--- src/rtl/jtpt_pkg.sv ---
`default_nettype none
package jtpt_pkg;

    typedef enum logic [3:0] {
        OP_OTHER = 4'd0,
        OP_LUI   = 4'd1,
        OP_ADDIU = 4'd2,
        OP_ADDU  = 4'd3,
        OP_MOVE  = 4'd4,
        OP_SW    = 4'd5,
        OP_LW    = 4'd6,
        OP_JR    = 4'd7,
        OP_FSTART = 4'd8
    } t_op;

    typedef enum logic [1:0] {
        ST_NONE   = 2'd0,
        ST_FOUND  = 2'd1,
        ST_MISALN = 2'd2,
        ST_HALTED = 2'd3
    } t_status;

    localparam logic [4:0] REG_GP = 5'd28;
    localparam logic [4:0] REG_SP = 5'd29;
    localparam logic [4:0] REG_RA = 5'd31;

    // Full tracking record of one register or stack slot
    typedef struct packed {
        logic [31:0] lui_val;
        logic [31:0] addiu_val;
        logic [4:0]  addend;
        logic [15:0] got_off;
        logic        v_lui;
        logic        v_addiu;
        logic        v_addend;
        logic        v_got;
        logic [31:0] addu_pc;
        logic [31:0] ld_target;
        logic [31:0] ld_pc;
        logic [31:0] ld_addu_pc;
        logic [4:0]  ld_addend;
        logic        v_loaded;
        logic        v_got_loaded;
    } t_track;

    // Write request toward the register file and stack
    typedef struct packed {
        logic        reg_we;
        logic [4:0]  reg_idx;
        logic        reg_we2;
        logic [4:0]  reg_idx2;
        logic        clear;
        logic        set_halt;
    } t_ctl;

    function automatic logic [31:0] sext16(input logic [15:0] v);
        return {{16{v[15]}}, v};
    endfunction

endpackage
`default_nettype wire

--- src/rtl/jtpt_core.sv ---
`default_nettype none
// Combinational decode of one item against the register records
module jtpt_core (
    input  var logic [3:0]           i_op,
    input  var logic [4:0]           i_rd,
    input  var logic [4:0]           i_rs,
    input  var logic [4:0]           i_rt,
    input  var logic [15:0]          i_imm,
    input  var logic [31:0]          i_pc,
    input  var logic                 i_wd,
    input  var logic                 i_wt,
    input  var logic                 i_got_present,
    input  var logic                 i_halted,
    input  var jtpt_pkg::t_track     i_a,
    input  var jtpt_pkg::t_track     i_b,
    input  var logic                 i_slot_ok,
    input  var jtpt_pkg::t_track     i_slot,
    output jtpt_pkg::t_ctl           o_ctl,
    output jtpt_pkg::t_track         o_wr,
    output logic                     o_slot_we,
    output jtpt_pkg::t_status        o_status,
    output logic [31:0]              o_table_address,
    output logic [4:0]               o_index_reg,
    output logic [31:0]              o_load_address,
    output logic [31:0]              o_add_address,
    output logic                     o_uses_got,
    output logic [15:0]              o_got_entry_offset
);
    always_comb begin
        jtpt_pkg::t_track t;
        logic sp_base;
        logic misal;
        logic nz;
        t = '0;
        o_ctl = '0;
        o_slot_we = 1'b0;
        o_status = jtpt_pkg::ST_NONE;
        o_table_address = '0;
        o_index_reg = '0;
        o_load_address = '0;
        o_add_address = '0;
        o_uses_got = 1'b0;
        o_got_entry_offset = '0;
        sp_base = (i_rs == jtpt_pkg::REG_SP);
        misal = sp_base && (i_imm[1:0] != 2'b00);
        nz = (i_imm != 16'd0);
        if (i_op == jtpt_pkg::OP_FSTART) begin
            o_ctl.clear = 1'b1;
        end else if (i_halted) begin
            o_status = jtpt_pkg::ST_HALTED;
        end else begin
            case (i_op)
                jtpt_pkg::OP_LUI: begin
                    t.lui_val = {i_imm, 16'd0};
                    t.v_lui = 1'b1;
                    o_ctl.reg_we = 1'b1;
                    o_ctl.reg_idx = i_rt;
                end
                jtpt_pkg::OP_ADDIU: begin
                    if (!i_a.v_addiu) begin
                        t = i_a;
                        t.addiu_val = jtpt_pkg::sext16(i_imm);
                        t.v_addiu = 1'b1;
                    end
                    o_ctl.reg_we = 1'b1;
                    o_ctl.reg_idx = i_rt;
                end
                jtpt_pkg::OP_ADDU: begin
                    if (i_a.v_got != i_b.v_got) begin
                        t = i_a.v_got ? i_a : i_b;
                        t.v_addend = 1'b1;
                        t.addend = i_a.v_got ? i_rt : i_rs;
                        t.addu_pc = i_pc;
                    end else if ((i_rs == jtpt_pkg::REG_GP || i_rt == jtpt_pkg::REG_GP)
                                 && i_a.v_got_loaded != i_b.v_got_loaded) begin
                        t = i_a.v_got_loaded ? i_a : i_b;
                    end else if (i_a.v_lui != i_b.v_lui) begin
                        t = i_a.v_lui ? i_a : i_b;
                        t.v_addend = 1'b1;
                        t.addend = i_a.v_lui ? i_rt : i_rs;
                        t.addu_pc = i_pc;
                    end
                    o_ctl.reg_we = 1'b1;
                    o_ctl.reg_idx = i_rd;
                end
                jtpt_pkg::OP_MOVE: begin
                    if (i_rs == 5'd0) t = i_b;
                    else if (i_rt == 5'd0) t = i_a;
                    o_ctl.reg_we = 1'b1;
                    o_ctl.reg_idx = i_rd;
                end
                jtpt_pkg::OP_SW: begin
                    if (misal) begin
                        o_ctl.set_halt = 1'b1;
                        o_status = jtpt_pkg::ST_MISALN;
                    end else if (sp_base && i_slot_ok) begin
                        o_slot_we = 1'b1;
                    end
                end
                jtpt_pkg::OP_LW: begin
                    if (misal) begin
                        o_ctl.set_halt = 1'b1;
                        o_status = jtpt_pkg::ST_MISALN;
                    end else begin
                        if (sp_base) begin
                            if (i_slot_ok) t = i_slot;
                        end else if (i_a.v_lui && i_a.v_addend) begin
                            if (!(nz && i_a.v_addiu)) begin
                                t.v_loaded = 1'b1;
                                t.ld_pc = i_pc;
                                t.ld_target = i_a.lui_val
                                    + (nz ? jtpt_pkg::sext16(i_imm) : i_a.addiu_val);
                                t.ld_addend = i_a.addend;
                                t.ld_addu_pc = i_a.addu_pc;
                            end
                        end else if (i_a.v_got && i_a.v_addend) begin
                            t.v_got_loaded = 1'b1;
                            t.ld_pc = i_pc;
                            t.ld_target = {16'd0, i_imm};
                            t.ld_addend = i_a.addend;
                            t.ld_addu_pc = i_a.addu_pc;
                            t.got_off = i_a.got_off;
                        end else if (i_rs == jtpt_pkg::REG_GP && i_got_present) begin
                            t.got_off = i_imm;
                            t.v_got = 1'b1;
                        end
                        o_ctl.reg_we = 1'b1;
                        o_ctl.reg_idx = i_rt;
                    end
                end
                jtpt_pkg::OP_JR: begin
                    if (i_rs != jtpt_pkg::REG_RA && (i_a.v_loaded || i_a.v_got_loaded)) begin
                        o_status = jtpt_pkg::ST_FOUND;
                        o_table_address = i_a.ld_target;
                        o_index_reg = i_a.ld_addend;
                        o_load_address = i_a.ld_pc;
                        o_add_address = i_a.ld_addu_pc;
                        if (!i_a.v_loaded) begin
                            o_uses_got = 1'b1;
                            o_got_entry_offset = i_a.got_off;
                        end
                    end
                end
                default: begin
                    // Blank rd by writing an empty record; drop rt by clearing its valid bit
                    o_ctl.reg_we = i_wd;
                    o_ctl.reg_idx = i_rd;
                    o_ctl.reg_we2 = i_wt;
                    o_ctl.reg_idx2 = i_rt;
                end
            endcase
        end
        o_wr = t;
    end
endmodule
`default_nettype wire

--- config.mk ---
export PLATFORM = sky130hd
export DESIGN_NAME = jtpt_core
export DESIGN_NICKNAME = d
export VERILOG_FILES = /design/src/rtl/jtpt_pkg.sv /design/src/rtl/jtpt_core.sv
export SDC_FILE = /design/constraint.sdc
export NUM_CORES = 1
export LEC_CHECK = 0
export CAP_MARGIN = 10
export CORE_AREA = 2 2 426 428
export DETAILED_ROUTE_END_ITERATION = 10
export DIE_AREA = 0 0 428 430
export DONT_BUFFER_PORTS = 1
export GPL_TIMING_DRIVEN = 0
export PLACE_DENSITY = 0.3
export SLEW_MARGIN = 40
export SYNTH_ARGS = -nofsm -noshare
export SYNTH_HDL_FRONTEND = slang
export SYNTH_SLANG_ARGS = --single-unit
--- constraint.sdc ---
create_clock -name vclk -period 3.9
set_input_delay 0.585 -clock vclk [all_inputs]
set_output_delay 0.585 -clock vclk [all_outputs]
set_load 0.05 [all_outputs]
==> results by group, run 1 <==
GRT
  • Initial antenna violation count: 73
  • Total gr overflow: 0
  • Vias in the first global route: 22,500
  • Global Route Usage Sum: 23.4%
  • Largest net degree at the start of global routing: 20
  • First-pass GRT wire length: 280,000 um

Yosys
  • Post-Synth Adder-Cell Area: 3.47%
  • Synth Area in XOR/XNOR: 1.43%
  • Warnings from Yosys: 0
  • Multiplexer share of the synthesized area: 14.0%
  • Simple-Gate Fraction of Synth Area: 14.2%
  • Mapped Nets: 2,983
  • Register area share after synthesis: 0%
  • Synth unique cells: 67
  • Post-Syn Area per Cell: 6.99 um2
  • Mapped Cells: 2,197
  • Main combinational cell family by area after synthesis: compound AO/OA/AOI/OAI gates
  • Synth Area in Compound Gates: 59.0%
  • Post-Syn Area: 15,400 um2

Power and ir drop
  • Static leakage: 7.04 nW
  • PwrDens: 103 nW/um2
  • Tot Pwr: 0.00242 W
  • Maximum VDD drop: 0.0000456 V

Finish
  • Multi-input logic area: 17,500 um2
  • Flip-flop and latch count: 0
  • Sequential cell area: 0 um2
  • Layout cells sized above 1: 32.8%
  • CLK BUF: 0
  • Area Overhead vs Synth: 52.7%
  • # fillers: 20,700
  • Layout net count: 3,056

Setup path
  • Critical Path RT: 3.31 ns
  • Crit path max fanout: 6
  • Critical Path Source Type: primary input
  • CP Capture Type: primary output
  • CP arrival: 3.96 ns
  • Critical path class: in -> out

Floorplanning
  • Site Rows: 156
  • Starting density of the core: 8.55%
  • Die Y: 430 um
  • Top Ports: 1,103
  • DIE AREA: 184,000 um2
  • Die Span X: 428 um
  • Core Region: 180,000 um2

STA
  • Setup repair after global routing missed its margin: yes
  • Slew @ Worst Pin: 0.968 ns
  • Rel. slew slack: 35.5%
  • Final Setup Violations: 30
  • Slew Viols, Final: 0
  • Hold Violations, Final: 0
  • Final setup TNS: -11.05 ns
  • Period utilization: 117%
  • Setup ws final: -0.644 ns
  • Tmin final: 4.54 ns
  • Max Clock Freq: 0.220 GHz

Drt
  • ANT nets after route: 0
  • DR WL/cell: 48.9 um
  • Post-route DRC: 0
  • Vias: 24,200
  • Drt first-iter violations: 3,781
  • Vias per inst: 5.17
  • Final wirelength: 228,000 um
  • First-pass iteration count of the detailed router: 10

Place
  • Gpl congestion: 0.966
  • # port buffers: 0
  • Post-DP HPWL: 196,000 um

Flow run
  • Max Cap Violations: 0

CTS
  • Cts hold-fix bufs: 0

Outcome
  • Failing checks: negative setup slack
  • Status: finished, violations left

Hold path
  • HP Class: in -> out
[worst paths after layout]
check                start                  end  slack (ns)  cells past startpoint
hold / removal     i_a[87]  o_table_address[16]        1.38                      1
setup / recovery  i_imm[2]             o_wr[81]       -0.64                     15
[layer usage]
metal  GRT usage [%]  vias to the layer above  wire, um
met5          0.0520                        -        92
met3            4.89                      361     16400
met1            23.2                    12600     73800
met2            45.2                     1800    124000
li1                -                     9427         -
met4            12.4                       14     13700
[through the flow]
stage / cells / utilization [%] / area, um2 / setup WS (ns) / hold WS (ns)
after floorplan: 2197 / - / 15700 / -0.453 / 1.43
after global placement: 4567 / 10.4 / 18600 / -4.57 / 1.44
after detailed placement: 4591 / 11.4 / 20400 / -1.35 / 1.45
after CTS: 4626 / 12.7 / 22800 / -0.635 / 1.38
after global routing: 4665 / 13.0 / 23400 / -0.674 / 1.38
final: 4676 / 13.0 / 23500 / -0.644 / 1.38
[layout by cell type (no fill, tap or decap), types with 47 or more instances in the layout]
master / count
mux2i_1: 212
a222oi_1: 197
a221oi_1: 191
nand2_1: 156
a211o_1: 146
clkbuf_2: 94
a22o_1: 93
a21oi_1: 77
and2_1: 74
a21oi_4: 74
o21ai_4: 66
clkbuf_1: 63
buf_4: 59
o21ai_2: 55
and2_2: 54
o21ai_0: 47
[cell type report]
type                       instances  share of cell area (%)
multi-input combinational       1894                    74.8
antenna                           38                   0.405
inverter                          15                   0.256
tap                             2370                    12.6
buffer                           279                    7.84
timing repair buffer              80                    4.05
[worst max-delay path, stage by stage]
cell       delay [ns]
nor4_2           0.04
and4_1           0.20
buf_6            0.14
clkbuf_16        0.14
a21o_1           0.18
ha_4             0.17
fa_2             0.41
a21oi_4          0.19
o21ai_4          0.10
a211oi_4         0.27
xnor2_1          0.14
a222oi_1         0.82
o21ai_1          0.18
a21oi_2          0.25
nor2_4           0.12
[repair_timing]
action,in CTS,in global routing
buffers inserted,43,12
gates cloned,1,0
endpoints found under the hold margin,0,0
endpoints found under the setup margin,343,104
resized for setup,469,95
pin swaps,119,67
[synth_stat cells (3+ instances only)]
cell	count	area (um2)
o211ai_1	11	82.6
a22o_1	99	867
a211o_1	146	1280
o21a_1	6	45.0
a31oi_1	29	181
o22ai_1	10	62.6
a211oi_1	4	30.0
o21ai_0	81	405
and2_1	131	820
buf_1	11	41.3
nor3b_1	3	22.5
mux2i_1	213	2130
inv_1	15	56.3
nand2b_1	11	68.8
nand3_1	10	50.1
xor2_1	7	61.3
a21o_1	46	345
o31ai_1	4	30.0
a221oi_1	196	1720
buf_2	66	330
a21oi_1	178	891
or3_1	3	18.8
clkbuf_1	211	792
xnor2_1	18	158
o21bai_1	4	30.0
nor2b_1	7	43.8
nand3b_1	3	22.5
o221ai_1	3	26.3
nand4_1	5	31.3
nor2_1	60	225
nor3_1	10	50.1
nor4_1	6	37.5
and4_1	4	35.0
a22oi_1	14	105
a222oi_1	197	1970
ha_1	41	513
o21ai_1	93	465
a221o_1	18	180
a21boi_0	22	165
or2_1	4	25.0
nand2_1	163	612
[kinds of logic (layout without fill, tap and decap cells)]
family / Yosys count / count (layout)
AO/OA/AOI/OAI: 1181 / 1181
XOR/XNOR: 25 / 25
adder cells (fa/ha/maj): 42 / 42
buffers and inverters: 303 / 374
multiplexers: 214 / 214
other: 0 / 38
AND/OR/NAND/NOR: 432 / 432
[power by group]
group | total, W | internal, W | switching (W)
clock network | 0.00000000126 | 0.00000000126 | 0
logic | 0.00242 | 0.000823 | 0.00160
registers | 0 | 0 | 0
total | 0.00242 | 0.000823 | 0.00160
Note: power is estimated with default switching activity, not from simulation.
==> run 2: changes to the inputs <==
--- a/config.mk
+++ b/config.mk
@@ -11,7 +11,7 @@
 export DIE_AREA = 0 0 428 430
 export DONT_BUFFER_PORTS = 1
 export GPL_TIMING_DRIVEN = 0
-export PLACE_DENSITY = 0.3
+export PLACE_DENSITY_LB_ADDON = 0.05
 export SLEW_MARGIN = 40
 export SYNTH_ARGS = -nofsm -noshare
 export SYNTH_HDL_FRONTEND = slang
==> run 2 against run 1 <==
Against the previous run: the run still ends with negative setup slack left; power fell by 0.68%; sequential share of layout area did not move; first-iteration DRC count fell by 17%; non-clock buffer count fell by 2; critical path depth rose by 1; hold slack got worse by 0.039 ns; utilization rose by 0.21 points; fmax rose by 3.1%; cell area rose by 1.6%; clock-buffer cell count did not move; worst setup slack improved by 0.14 ns; flip-flop and latch count did not move; critical endpoint is now o_wr[99]; largest cell class unchanged; highest routed layer unchanged.
==> results by group, run 2 (same netlist as run 1, synthesis figures left out) <==
Outcome
  • Status: finished, violations left
  • Failing checks: negative setup slack

Place
  • Gpl congestion: 0.870
  • Place WS: -1.50 ns
  • Post-DP HPWL: 180,000 um
  • Placed Instances: 4,591
  • # port buffers: 0

Finish
  • Fin cells: 4,674
  • Area Overhead vs Synth: 55.1%
  • Layout cells sized above 1: 35.0%
  • Final core occ: 13.3%
  • Flip-flop and latch count: 0
  • Commonest cells after routing, fill and taps aside: mux2i_1, a222oi_1, a221oi_1
  • Commonest non-fill, non-tap cell in the layout: mux2i_1
  • Layout net count: 3,054
  • CLK BUF: 0
  • Sequential cell area: 0 um2

Floorplanning
  • Die Span X: 428 um
  • Top Ports: 1,103
  • DIE AREA: 184,000 um2
  • Core Region: 180,000 um2
  • Starting density of the core: 8.55%
  • Site Rows: 156
  • Die Y: 430 um

Drt
  • DR WL/cell: 45.0 um
  • Final wirelength: 210,000 um
  • Vias: 23,200
  • Post-route DRC: 0
  • Vias per inst: 4.96
  • ANT nets after route: 0
  • First-pass iteration count of the detailed router: 8
  • Drt first-iter violations: 3,139

GRT
  • Global Route Usage Sum: 21.5%
  • First-pass GRT wire length: 265,000 um
  • Largest net degree at the start of global routing: 20
  • Initial antenna violation count: 46
  • Vias in the first global route: 23,100
  • Total gr overflow: 0

Power and ir drop
  • P_sw: 0.00157 W
  • Maximum VDD drop: 0.0000327 V
  • Internal: 0.000839 W
  • PwrDens: 101 nW/um2
  • Static leakage: 7.08 nW
  • Clock power frac: 0%
  • Logic pwr share: 100.0%
  • Flop pwr share: 0%
  • Sw frac: 65.1%

Setup path
  • Critical Path RT: 3.31 ns
  • Critical path class: in -> out
  • CP Capture Type: primary output
  • Crit path max fanout: 7
  • Critical Path Source Type: primary input
  • CP arrival: 3.82 ns

Hold path
  • HP Class: in -> out

STA
  • Setup ws final: -0.505 ns
  • Slew Viols, Final: 0
  • Tmin final: 4.41 ns
  • Period utilization: 113%
  • Final Setup Violations: 27
  • Hold Violations, Final: 0
  • Slew @ Worst Pin: 0.994 ns
  • Max Clock Freq: 0.227 GHz
  • Setup repair after global routing missed its margin: yes
  • Rel. slew slack: 33.6%
  • Final setup TNS: -10.0 ns

CTS
  • Cts hold-fix bufs: 0

Flow run
  • Max Cap Violations: 0
run 2: cell types whose count changed in the layout (fill, tap and decap cells not counted), moves of 8 or more:
cell,previous run,this run
clkbuf_1,63,53
clkbuf_2,94,108
and2_2,54,63
a21o_4,6,15
a21o_1,40,30
and2_1,74,61
a221oi_1,191,182
a221oi_2,5,13
o21ai_2,55,43
o21ai_4,66,79
a21oi_2,27,16
a21oi_4,74,86
run 2: per-stage QoR:
stage / hold WS (ns) / power [W] / cell area [um2]
detailed placement: 1.44 / 0.00202 / 20200
global route: 1.35 / 0.00255 / 23800
floorplan: 1.43 / 0.00120 / 15700
global placement: 1.44 / 0.00193 / 18600
CTS: 1.35 / 0.00235 / 23100
finish: 1.35 / 0.00240 / 23800
run 2: final cells by class:
type               instances  area (um2)
inverters                 15        60.1
multi-input cells       1894       18000
fillers                20500      156000
diodes                    38        95.1
plain buffers            278        1790
repair buffers            79         913
well taps               2370        2970
run 2: final timing paths:
path                      from                 to  slack [ns]  cells after the start
worst max-delay path  i_imm[0]           o_wr[99]       -0.51                     16
worst min-delay path   i_a[25]  o_add_address[18]        1.35                      1
run 2: worst max-delay path, stage by stage:
cell,delay [ns]
nor4_2,0.25
and4_1,0.23
buf_6,0.15
buf_4,0.13
buf_6,0.13
a21o_4,0.15
ha_4,0.21
nand3_2,0.15
o21ai_4,0.24
a211oi_4,0.06
buf_6,0.14
a211oi_4,0.27
o2111ai_4,0.19
a21oi_4,0.25
nor3_2,0.08
o32ai_4,0.57
run 2: layer usage:
layer / vias up / wire [um] / GRT usage (%)
met2: 1413 / 117000 / 43.7
met4: 6 / 9910 / 8.00
li1: 9441 / - / -
met3: 226 / 14300 / 4.70
met1: 12100 / 69000 / 20.8
met5: - / 37 / 0
run 2: power by group through the flow:
stage	registers (W)	logic [W]	clock network [W]
detailed placement	0	0.00202	0
global placement	0	0.00193	0
floorplan	0	0.00120	0
global route	0	0.00255	0.000000000934
finish	0	0.00240	0.00000000121
CTS	0	0.00235	0
run 2: repair_timing:
item	CTS	global route
buffers inserted	35	19
endpoints found under the setup margin	339	159
pin swaps	105	65
resized for setup	560	129
cloned	0	1
hold endpoints to repair	0	0
